<file path="src/rtl/twclk_pkg.sv">
`timescale 1ns / 1ps
`default_nettype none
// Package for the twelve hour clock controller: mode codes, reset values,
// the time-of-day type and the rollover function. Depends on nothing.
package twclk_pkg;

   localparam int TPM_WIDTH = 16;

   localparam logic [1:0] MODE_START = 2'd0;
   localparam logic [1:0] MODE_RUN   = 2'd1;
   localparam logic [1:0] MODE_PEND  = 2'd2;
   localparam logic [1:0] MODE_LOWP  = 2'd3;

   localparam logic [TPM_WIDTH-1:0] TPM_RESET  = 16'd240;
   localparam logic [TPM_WIDTH-1:0] TICK_MAX   = 16'hFFFF;
   localparam logic [5:0]           MINUTE_TOP = 6'd60;
   localparam logic [3:0]           HOUR_TOP   = 4'd13;
   localparam logic [3:0]           HOUR_SPAN  = 4'd12;
   localparam logic [3:0]           HOUR_NOON  = 4'd12;
   localparam logic [1:0]           PHASE_LAST = 2'd3;
   localparam logic [1:0]           PHASE_INIT = 2'd1;

   typedef struct packed {
      logic [5:0] minute;
      logic [3:0] hour;
      logic       pm;
   } time_type;

   // Carry minute 60 into the hour, then hour 13 into the AM/PM flag.
   function automatic time_type roll_time(input time_type t);
      time_type r;
      r = t;
      if (r.minute >= MINUTE_TOP) begin
         r.minute = r.minute - MINUTE_TOP;
         r.hour   = r.hour + 4'd1;
      end
      if (r.hour >= HOUR_TOP) begin
         r.hour = r.hour - HOUR_SPAN;
         r.pm   = ~r.pm;
      end
      return r;
   endfunction

endpackage
`default_nettype wire

</file>
<file path="src/rtl/twclk_req_if.sv">
`timescale 1ns / 1ps
`default_nettype none
// Request channel of the twelve hour clock controller: one timer tick with
// the button and power inputs. Stands alone.
interface twclk_req_if;
   logic valid;
   logic ready;
   logic set_none_pressed;
   logic minute_pressed;
   logic hour_pressed;
   logic power_good;

   modport source (
      output valid, set_none_pressed, minute_pressed, hour_pressed, power_good,
      input  ready
   );
   modport sink (
      input  valid, set_none_pressed, minute_pressed, hour_pressed, power_good,
      output ready
   );
endinterface
`default_nettype wire

</file>
<file path="src/rtl/twclk_rsp_if.sv">
`timescale 1ns / 1ps
`default_nettype none
// Response channel of the twelve hour clock controller: time, display and
// mode after one tick. Stands alone.
interface twclk_rsp_if;
   logic       valid;
   logic       ready;
   logic [5:0] minute_value;
   logic [3:0] hour_value;
   logic       pm_flag;
   logic       display_lit;
   logic       tick_lamp;
   logic [1:0] mode_now;

   modport source (
      output valid, minute_value, hour_value, pm_flag, display_lit, tick_lamp,
             mode_now,
      input  ready
   );
   modport sink (
      input  valid, minute_value, hour_value, pm_flag, display_lit, tick_lamp,
             mode_now,
      output ready
   );
endinterface
`default_nettype wire

</file>
<file path="src/rtl/twelve_hour_clock_controller_unit.sv">
`timescale 1ns / 1ps
`default_nettype none
// Twelve hour clock controller, top level.
// Uses twclk_pkg and the interfaces twclk_req_if and twclk_rsp_if.
//
// Usage:
//   req_chan carries one timer tick per request: the three set buttons and
//   the power-good input. rsp_chan returns exactly one response per request:
//   minute, hour, AM/PM, display lit, tick lamp and the current mode, all as
//   they stand after the tick. csr_wr_en/csr_wr_data write ticks_per_minute;
//   write it only while no request is in flight.
//   The request lands in the input register at the accepting edge; one pass
//   of compares and adds then updates the clock state and loads the result
//   register, which raises rsp_chan.valid, but only once that register is
//   free or being read. Throughput is one request per cycle while responses
//   are taken; the two registers are separate, so a request is still taken
//   while a response waits, and only when both are full does req_chan.ready drop.
//   Reset (synchronous, active high) empties both registers and puts the
//   clock in start mode showing 12:00 PM, blink phase 1, tick period 240.
//   A stalled receiver holds the response steady; nothing is dropped.
module twelve_hour_clock_controller_unit
   import twclk_pkg::*;
(
   input  wire                  clock,
   input  wire                  reset,
   twclk_req_if.sink            req_chan,
   twclk_rsp_if.source          rsp_chan,
   input  wire                  csr_wr_en,
   input  wire [TPM_WIDTH-1:0]  csr_wr_data
);

   // Configuration register
   logic [TPM_WIDTH-1:0] tpm_ff;

   // Input register
   logic in_valid_ff;
   logic in_set_none_ff, in_minute_ff, in_hour_ff, in_power_ff;

   // Clock state
   logic [1:0]           mode_ff,  mode_in;
   logic [TPM_WIDTH-1:0] count_ff, count_in;
   time_type             time_ff,  time_in;
   logic [1:0]           phase_ff, phase_in;
   logic                 lamp_ff,  lamp_in;
   logic                 lit_ff,   lit_in;

   // Result register
   logic       out_valid_ff;
   time_type   out_time_ff;
   logic       out_lit_ff, out_lamp_ff;
   logic [1:0] out_mode_ff;

   logic                 advance;
   logic                 any_pressed;
   logic [TPM_WIDTH-1:0] count_inc;
   logic                 minute_due;
   time_type             time_plus_minute;
   time_type             time_plus_hour;

   // Move the held request into the result register when that is free or
   // being emptied this cycle; take a new request whenever the input
   // register will be free.
   assign advance        = in_valid_ff && (!out_valid_ff || rsp_chan.ready);
   assign req_chan.ready = !in_valid_ff || advance;

   assign any_pressed = in_set_none_ff || in_minute_ff || in_hour_ff;

   always_comb begin
      // Count rises once per tick and sticks at the ceiling.
      if (count_ff != TICK_MAX) begin
         count_inc = count_ff + 16'd1;
      end else begin
         count_inc = count_ff;
      end
      minute_due = (count_inc >= tpm_ff);

      time_plus_minute        = time_ff;
      time_plus_minute.minute = time_ff.minute + 6'd1;
      time_plus_minute        = roll_time(time_plus_minute);
      time_plus_hour          = time_ff;
      time_plus_hour.hour     = time_ff.hour + 4'd1;
      time_plus_hour          = roll_time(time_plus_hour);

      mode_in  = mode_ff;
      count_in = count_inc;
      time_in  = time_ff;
      phase_in = phase_ff;
      lamp_in  = lamp_ff;
      lit_in   = lit_ff;

      // Power loss overrides every mode and drops a pending press.
      if (!in_power_ff && mode_ff != MODE_LOWP) begin
         mode_in = MODE_LOWP;
         lit_in  = 1'b0;
      end

      unique case (mode_in)
         MODE_START: begin
            if (phase_ff == PHASE_LAST) begin
               phase_in       = 2'd0;
               time_in.hour   = HOUR_NOON;
               time_in.minute = 6'd0;
               lit_in         = 1'b1;
            end else begin
               phase_in = phase_ff + 2'd1;
               lit_in   = 1'b0;
            end
            if (any_pressed) begin
               mode_in = MODE_PEND;
            end
         end
         MODE_RUN: begin
            if (minute_due) begin
               count_in = count_inc - tpm_ff;
               time_in  = time_plus_minute;
               lit_in   = 1'b1;
            end
            if (phase_ff == PHASE_LAST) begin
               phase_in = 2'd0;
               lamp_in  = 1'b1;
            end else begin
               phase_in = phase_ff + 2'd1;
               lamp_in  = 1'b0;
            end
            if (any_pressed) begin
               mode_in = MODE_PEND;
            end
         end
         MODE_PEND: begin
            // Button zero wins and only returns to running mode.
            if (in_set_none_ff) begin
               time_in = roll_time(time_ff);
            end else if (in_minute_ff) begin
               time_in  = time_plus_minute;
               count_in = '0;
            end else if (in_hour_ff) begin
               time_in = time_plus_hour;
            end else begin
               time_in = roll_time(time_ff);
            end
            lit_in  = 1'b1;
            mode_in = MODE_RUN;
         end
         MODE_LOWP: begin
            if (in_power_ff) begin
               mode_in = MODE_RUN;
               lit_in  = 1'b1;
            end
            // Keep time without touching the lamp or the display.
            if (minute_due) begin
               count_in = count_inc - tpm_ff;
               time_in  = time_plus_minute;
            end
         end
         default: begin
            mode_in = mode_ff;
         end
      endcase
   end

   // Control and clock state
   always_ff @(posedge clock) begin
      if (reset) begin
         tpm_ff       <= TPM_RESET;
         in_valid_ff  <= 1'b0;
         out_valid_ff <= 1'b0;
         mode_ff      <= MODE_START;
         count_ff     <= '0;
         time_ff      <= '{minute: 6'd0, hour: HOUR_NOON, pm: 1'b1};
         phase_ff     <= PHASE_INIT;
         lamp_ff      <= 1'b0;
         lit_ff       <= 1'b0;
      end else begin
         if (csr_wr_en) begin
            tpm_ff <= csr_wr_data;
         end
         if (req_chan.ready) begin
            in_valid_ff <= req_chan.valid;
         end
         if (advance) begin
            out_valid_ff <= 1'b1;
         end else if (rsp_chan.ready) begin
            out_valid_ff <= 1'b0;
         end
         if (advance) begin
            mode_ff  <= mode_in;
            count_ff <= count_in;
            time_ff  <= time_in;
            phase_ff <= phase_in;
            lamp_ff  <= lamp_in;
            lit_ff   <= lit_in;
         end
      end
   end

   // Payload registers
   always_ff @(posedge clock) begin
      if (req_chan.valid && req_chan.ready) begin
         in_set_none_ff <= req_chan.set_none_pressed;
         in_minute_ff   <= req_chan.minute_pressed;
         in_hour_ff     <= req_chan.hour_pressed;
         in_power_ff    <= req_chan.power_good;
      end
      if (advance) begin
         out_time_ff <= time_in;
         out_lit_ff  <= lit_in;
         out_lamp_ff <= lamp_in;
         out_mode_ff <= mode_in;
      end
   end

   assign rsp_chan.valid        = out_valid_ff;
   assign rsp_chan.minute_value = out_time_ff.minute;
   assign rsp_chan.hour_value   = out_time_ff.hour;
   assign rsp_chan.pm_flag      = out_time_ff.pm;
   assign rsp_chan.display_lit  = out_lit_ff;
   assign rsp_chan.tick_lamp    = out_lamp_ff;
   assign rsp_chan.mode_now     = out_mode_ff;

endmodule
`default_nettype wire
</file>
<file path="src/flat_wrapper.sv">
// flat-port wrapper written by rule: the top's interface ports become plain ports
module twelve_hour_clock_controller_unit_flat import twclk_pkg::*;
  (clock, reset, csr_wr_en, csr_wr_data, req_chan_valid, req_chan_set_none_pressed, req_chan_minute_pressed, req_chan_hour_pressed, req_chan_power_good, req_chan_ready, rsp_chan_valid, rsp_chan_minute_value, rsp_chan_hour_value, rsp_chan_pm_flag, rsp_chan_display_lit, rsp_chan_tick_lamp, rsp_chan_mode_now, rsp_chan_ready);
  twclk_req_if req_chan_i ();
  twclk_rsp_if rsp_chan_i ();
  input  wire clock;
  input  wire reset;
  input  wire csr_wr_en;
  input  wire [TPM_WIDTH-1:0] csr_wr_data;
  input wire logic [$bits(req_chan_i.valid)-1:0] req_chan_valid;
  input wire logic [$bits(req_chan_i.set_none_pressed)-1:0] req_chan_set_none_pressed;
  input wire logic [$bits(req_chan_i.minute_pressed)-1:0] req_chan_minute_pressed;
  input wire logic [$bits(req_chan_i.hour_pressed)-1:0] req_chan_hour_pressed;
  input wire logic [$bits(req_chan_i.power_good)-1:0] req_chan_power_good;
  output wire logic [$bits(req_chan_i.ready)-1:0] req_chan_ready;
  output wire logic [$bits(rsp_chan_i.valid)-1:0] rsp_chan_valid;
  output wire logic [$bits(rsp_chan_i.minute_value)-1:0] rsp_chan_minute_value;
  output wire logic [$bits(rsp_chan_i.hour_value)-1:0] rsp_chan_hour_value;
  output wire logic [$bits(rsp_chan_i.pm_flag)-1:0] rsp_chan_pm_flag;
  output wire logic [$bits(rsp_chan_i.display_lit)-1:0] rsp_chan_display_lit;
  output wire logic [$bits(rsp_chan_i.tick_lamp)-1:0] rsp_chan_tick_lamp;
  output wire logic [$bits(rsp_chan_i.mode_now)-1:0] rsp_chan_mode_now;
  input wire logic [$bits(rsp_chan_i.ready)-1:0] rsp_chan_ready;
  assign req_chan_i.valid = req_chan_valid;
  assign req_chan_i.set_none_pressed = req_chan_set_none_pressed;
  assign req_chan_i.minute_pressed = req_chan_minute_pressed;
  assign req_chan_i.hour_pressed = req_chan_hour_pressed;
  assign req_chan_i.power_good = req_chan_power_good;
  assign req_chan_ready = req_chan_i.ready;
  assign rsp_chan_valid = rsp_chan_i.valid;
  assign rsp_chan_minute_value = rsp_chan_i.minute_value;
  assign rsp_chan_hour_value = rsp_chan_i.hour_value;
  assign rsp_chan_pm_flag = rsp_chan_i.pm_flag;
  assign rsp_chan_display_lit = rsp_chan_i.display_lit;
  assign rsp_chan_tick_lamp = rsp_chan_i.tick_lamp;
  assign rsp_chan_mode_now = rsp_chan_i.mode_now;
  assign rsp_chan_i.ready = rsp_chan_ready;
  twelve_hour_clock_controller_unit u_core (.clock(clock), .reset(reset), .req_chan(req_chan_i), .rsp_chan(rsp_chan_i), .csr_wr_en(csr_wr_en), .csr_wr_data(csr_wr_data));
endmodule
</file>
<file path="config.mk">
export PLATFORM = sky130hd
export DESIGN_NAME = twelve_hour_clock_controller_unit_flat
export DESIGN_NICKNAME = d
export VERILOG_FILES = /design/src/rtl/twclk_pkg.sv /design/src/rtl/twclk_req_if.sv /design/src/rtl/twclk_rsp_if.sv /design/src/rtl/twelve_hour_clock_controller_unit.sv /design/src/flat_wrapper.sv
export SDC_FILE = /design/constraint.sdc
export NUM_CORES = 1
export LEC_CHECK = 0
export ABC_AREA = 1
export BUFFER_PORTS_ARGS = -buffer_cell sky130_fd_sc_hd__buf_2
export CORE_MARGIN = 8
export CORE_UTILIZATION = 45
export DETAILED_ROUTE_END_ITERATION = 10
export PLACE_DENSITY = 0.67
export SLEW_MARGIN = 10
export SYNTH_ARGS = -nofsm -noshare
export SYNTH_HDL_FRONTEND = slang
export SYNTH_SLANG_ARGS = --single-unit
</file>
<file path="constraint.sdc">
create_clock -name clock -period 7.03 [get_ports clock]
set_input_delay 0.703 -clock clock [delete_from_list [all_inputs] [get_ports clock]]
set_output_delay 0.703 -clock clock [all_outputs]
set_load 0.1 [all_outputs]
</file>
==> results.sh <==
export IMPL_yosys_warnings=0
export IMPL_grt_max_degree=30
export IMPL_r2r_cells=21
export IMPL_synth_cells=738
export IMPL_hold_class="flop to flop"
export IMPL_hold_start="u_core.tpm_ff[11]"
export IMPL_dpl_cell_area_mm2=0.005319
export IMPL_cp_start_kind="flop"
export IMPL_tns_ns=0
export IMPL_start_util=0.4619
export IMPL_worstPathRequired_ns=7.28
export IMPL_grt_overflow=0
export IMPL_cts_root_buf="clkbuf_8"
export IMPL_die_area_mm2=0.01476
export IMPL_place_ws_ns=2.759
export IMPL_final_hold_violation_count=0
export IMPL_drive_above_1_share=0.1272
export IMPL_die_w_um=121.5
export IMPL_seq_area_mm2=0.001592
export IMPL_yosys_cell_types_count=39
export IMPL_period_share=0.6226
export IMPL_dr_first_iter_drc_count=411
export IMPL_die_y_um=121.5
export IMPL_status="completed"
export IMPL_io_buffers=41
export IMPL_ant_nets=0
export IMPL_worstMarginPinSlew_ns=0.8798
export IMPL_area_growth_syn_to_layout_pct=9.995
export IMPL_gp_congestion=0.9279
export IMPL_cts_hold_buf=0
export IMPL_synth_top_flop_cell="dfxtp_1"
export IMPL_numCtsBuffers=9
export IMPL_fin_area_mm2=0.005508
export IMPL_yosysSeqAreaShare=0.3178
export IMPL_max_freq_ghz=0.2285
export IMPL_grt_use_total=0.1884
export IMPL_antenna_cells=0
export IMPL_clock_latency_ns=0.37
export IMPL_ys_ff_latch=70
export IMPL_num_vias=4878
export IMPL_final_setup_viol_count=0
export IMPL_clkTransAtPathRegs_ns=0.08
export IMPL_netlist_area_mm2=0.005007
export IMPL_path_class="flop to flop"
export IMPL_rsz0062_at_grt="no"
export IMPL_fill_cells=1120
export IMPL_drv_cap=0
export IMPL_power_total_mw=1.174
export IMPL_peakVddDrop_uv=140.8
export IMPL_antenna_found_initial=0
export IMPL_viasPerCell=5.314
export IMPL_finalMaxSlewViolations=0
export IMPL_cts_sinks=70
export IMPL_fin_nets=825
export IMPL_hpwl_um=10270
export IMPL_cts_resized=0
export IMPL_worst_setup_path_end_kind="flop"
export IMPL_postCtsSetupBuffers=0
export IMPL_grt_pass1_vias=4552
export IMPL_whs_ns=0.4690
export IMPL_cts_htree_levels=3
export IMPL_synth_edf_count=19
export IMPL_drt_total_wl_um=13520
export IMPL_p_per_area_mw_per_mm2=213.2
export IMPL_reg2reg_from="u_core.count_ff[0]"
export IMPL_rows=38
export IMPL_syn_num_nets=790
export IMPL_syn_area_per_cell_um2=6.785
export IMPL_final_min_clock_period_ns=4.377
export IMPL_avgRoutedWirePerCell_um=14.73
export IMPL_maxSlewHeadroom=0.4128
export IMPL_setup_slack_ns=2.653
export IMPL_tritoncts="built"
export IMPL_crit_path_max_fanout=23
export IMPL_cts_buffer_depth=2
export IMPL_drc=0
export IMPL_grt_pass1_wl_um=22150
export IMPL_cp_data_arrival_time_ns=4.62
export IMPL_ios=42
export IMPL_multi_input_area_mm2=0.002930
export IMPL_critPathLaunch="u_core.count_ff[0]"
export IMPL_worstHoldPathCells=2
export IMPL_synth_async_sr_flop_share=0
export IMPL_finClkSkew_ns=0.01036
export IMPL_dr_pass1_iters=5
export IMPL_coreArea_mm2=0.01084
export IMPL_leakagePower_nw=2.656
cells in the mapped netlist, types with 2 or more instances:
cell type	instances	share of area
nand2_1	163	0.12
inv_1	98	0.073
o21ai_0	66	0.066
a21oi_1	61	0.061
nor2_1	59	0.044
dfxtp_1	51	0.20
nand3_1	50	0.050
ha_1	26	0.065
edfxtp_1	19	0.11
xor2_1	16	0.028
clkbuf_1	13	0.0097
a31oi_1	12	0.015
nand2_2	12	0.015
nand4_1	12	0.015
o21ai_1	11	0.011
o211ai_1	9	0.013
inv_2	7	0.0052
nor3_1	6	0.0060
xnor2_1	6	0.010
nor2_2	5	0.0062
buf_2	4	0.0040
or2_2	4	0.0050
buf_4	3	0.0045
nand3_2	3	0.0060
nor2_4	3	0.0067
and2_1	2	0.0025
nand2_4	2	0.0045
nand3_4	2	0.0070
o21a_1	2	0.0030
o31ai_1	2	0.0030
cell usage in the layout, fill, tap and decap left out, types with 3 or more instances in the layout:
cell      netlist  routed
nand2_2        12      12
nor2_2          5       5
a21oi_1        61      61
clkbuf_8        0       9
nor2_1         59      59
nand3_2         3       3
nor2_4          3       3
inv_1          98      98
xnor2_1         6       6
a31oi_1        12      12
o211ai_1        9       9
dfxtp_1        51      51
nand4_1        12      12
or2_2           4       4
nand2_1       163     163
edfxtp_1       19      19
o21ai_1        11      11
xor2_1         16      16
nor3_1          6       6
nand3_1        50      50
inv_2           7       7
buf_4           3       3
o21ai_0        66      66
ha_1           26      26
buf_2           4      41
clkinv_2        0       3
layer usage:
layer | share of wire | GRT usage | up-vias
met5 | 0 | 0 | -
met4 | 0.034 | 0.1056 | 0
met3 | 0.036 | 0.02652 | 29
met2 | 0.47 | 0.3123 | 116
met1 | 0.46 | 0.2299 | 2215
li1 | - | - | 2518
critical path, stage by stage, from the launching register on:
cell	delay, ns
dfxtp_1	0.41
ha_1	0.25
inv_1	0.06
nor2_1	0.17
nand2_1	0.11
nor2_1	0.30
xor2_1	0.30
ha_1	0.24
inv_1	0.08
fa_1	0.41
nand3_1	0.10
nand2_1	0.10
nand2_1	0.09
nand2_2	0.08
nand2_1	0.08
nand3_2	0.41
nand2_4	0.26
inv_2	0.13
nor2_4	0.31
inv_1	0.10
o21ai_1	0.10
and2_1	0.14
stage by stage:
| step | instances | utilization |
|---|---|---|
| 3_5_place_dp | 902 | 0.4907 |
| 5_1_grt | 918 | 0.5081 |
| 2_1_floorplan | 738 | - |
| 6_report | 918 | 0.5081 |
| 4_1_cts | 918 | 0.5081 |
| 3_3_place_gp | 902 | 0.4907 |
path summary, 6_finish.rpt:
| kind | to | slack, ns |
|---|---|---|
| setup reg to reg | u_core.rsp_chan.hour_value[3] | 2.65 |
| setup / recovery | u_core.rsp_chan.hour_value[3] | 2.65 |
| hold reg to reg | u_core.tpm_ff[11] | 0.47 |
| hold / removal | u_core.tpm_ff[11] | 0.47 |
cells by family after synthesis:
group | count (synthesis) | share of synthesized area
and+or+nand+nor | 327 | 0.2991
AOI/OAI and AO/OA | 167 | 0.1787
buffers and inverters | 125 | 0.09695
DFF | 70 | 0.3178
adders and majority gates | 27 | 0.06897
xor gates and xnor gates | 22 | 0.03848
report_power, final:
part	internal [mW]	switching, mW
Clock	0.161	0.167
Sequential	0.448	0.0252
Combinational	0.111	0.262
Total	0.720	0.454
state kept, by name (all words and copies together) (netlist names), 2 cells and up:
signal / cells
u_core.time_ff: 11
u_core.rsp_chan.hour_value: 4
u_core.rsp_chan.mode_now: 2
u_core.phase_ff: 2
u_core.mode_ff: 2
u_core.tpm_ff: 16
u_core.rsp_chan.minute_value: 6
u_core.count_ff: 16
cell type report:
type | instances | area share
multi-input cells | 543 | 0.5320
flip-flops and latches | 70 | 0.2890
inverters | 105 | 0.07156
repair buffers | 44 | 0.04134
well taps | 140 | 0.03180
clock buffers | 9 | 0.02249
clock inverters | 7 | 0.01181
No activity file was read; power rests on OpenSTA's default activity.
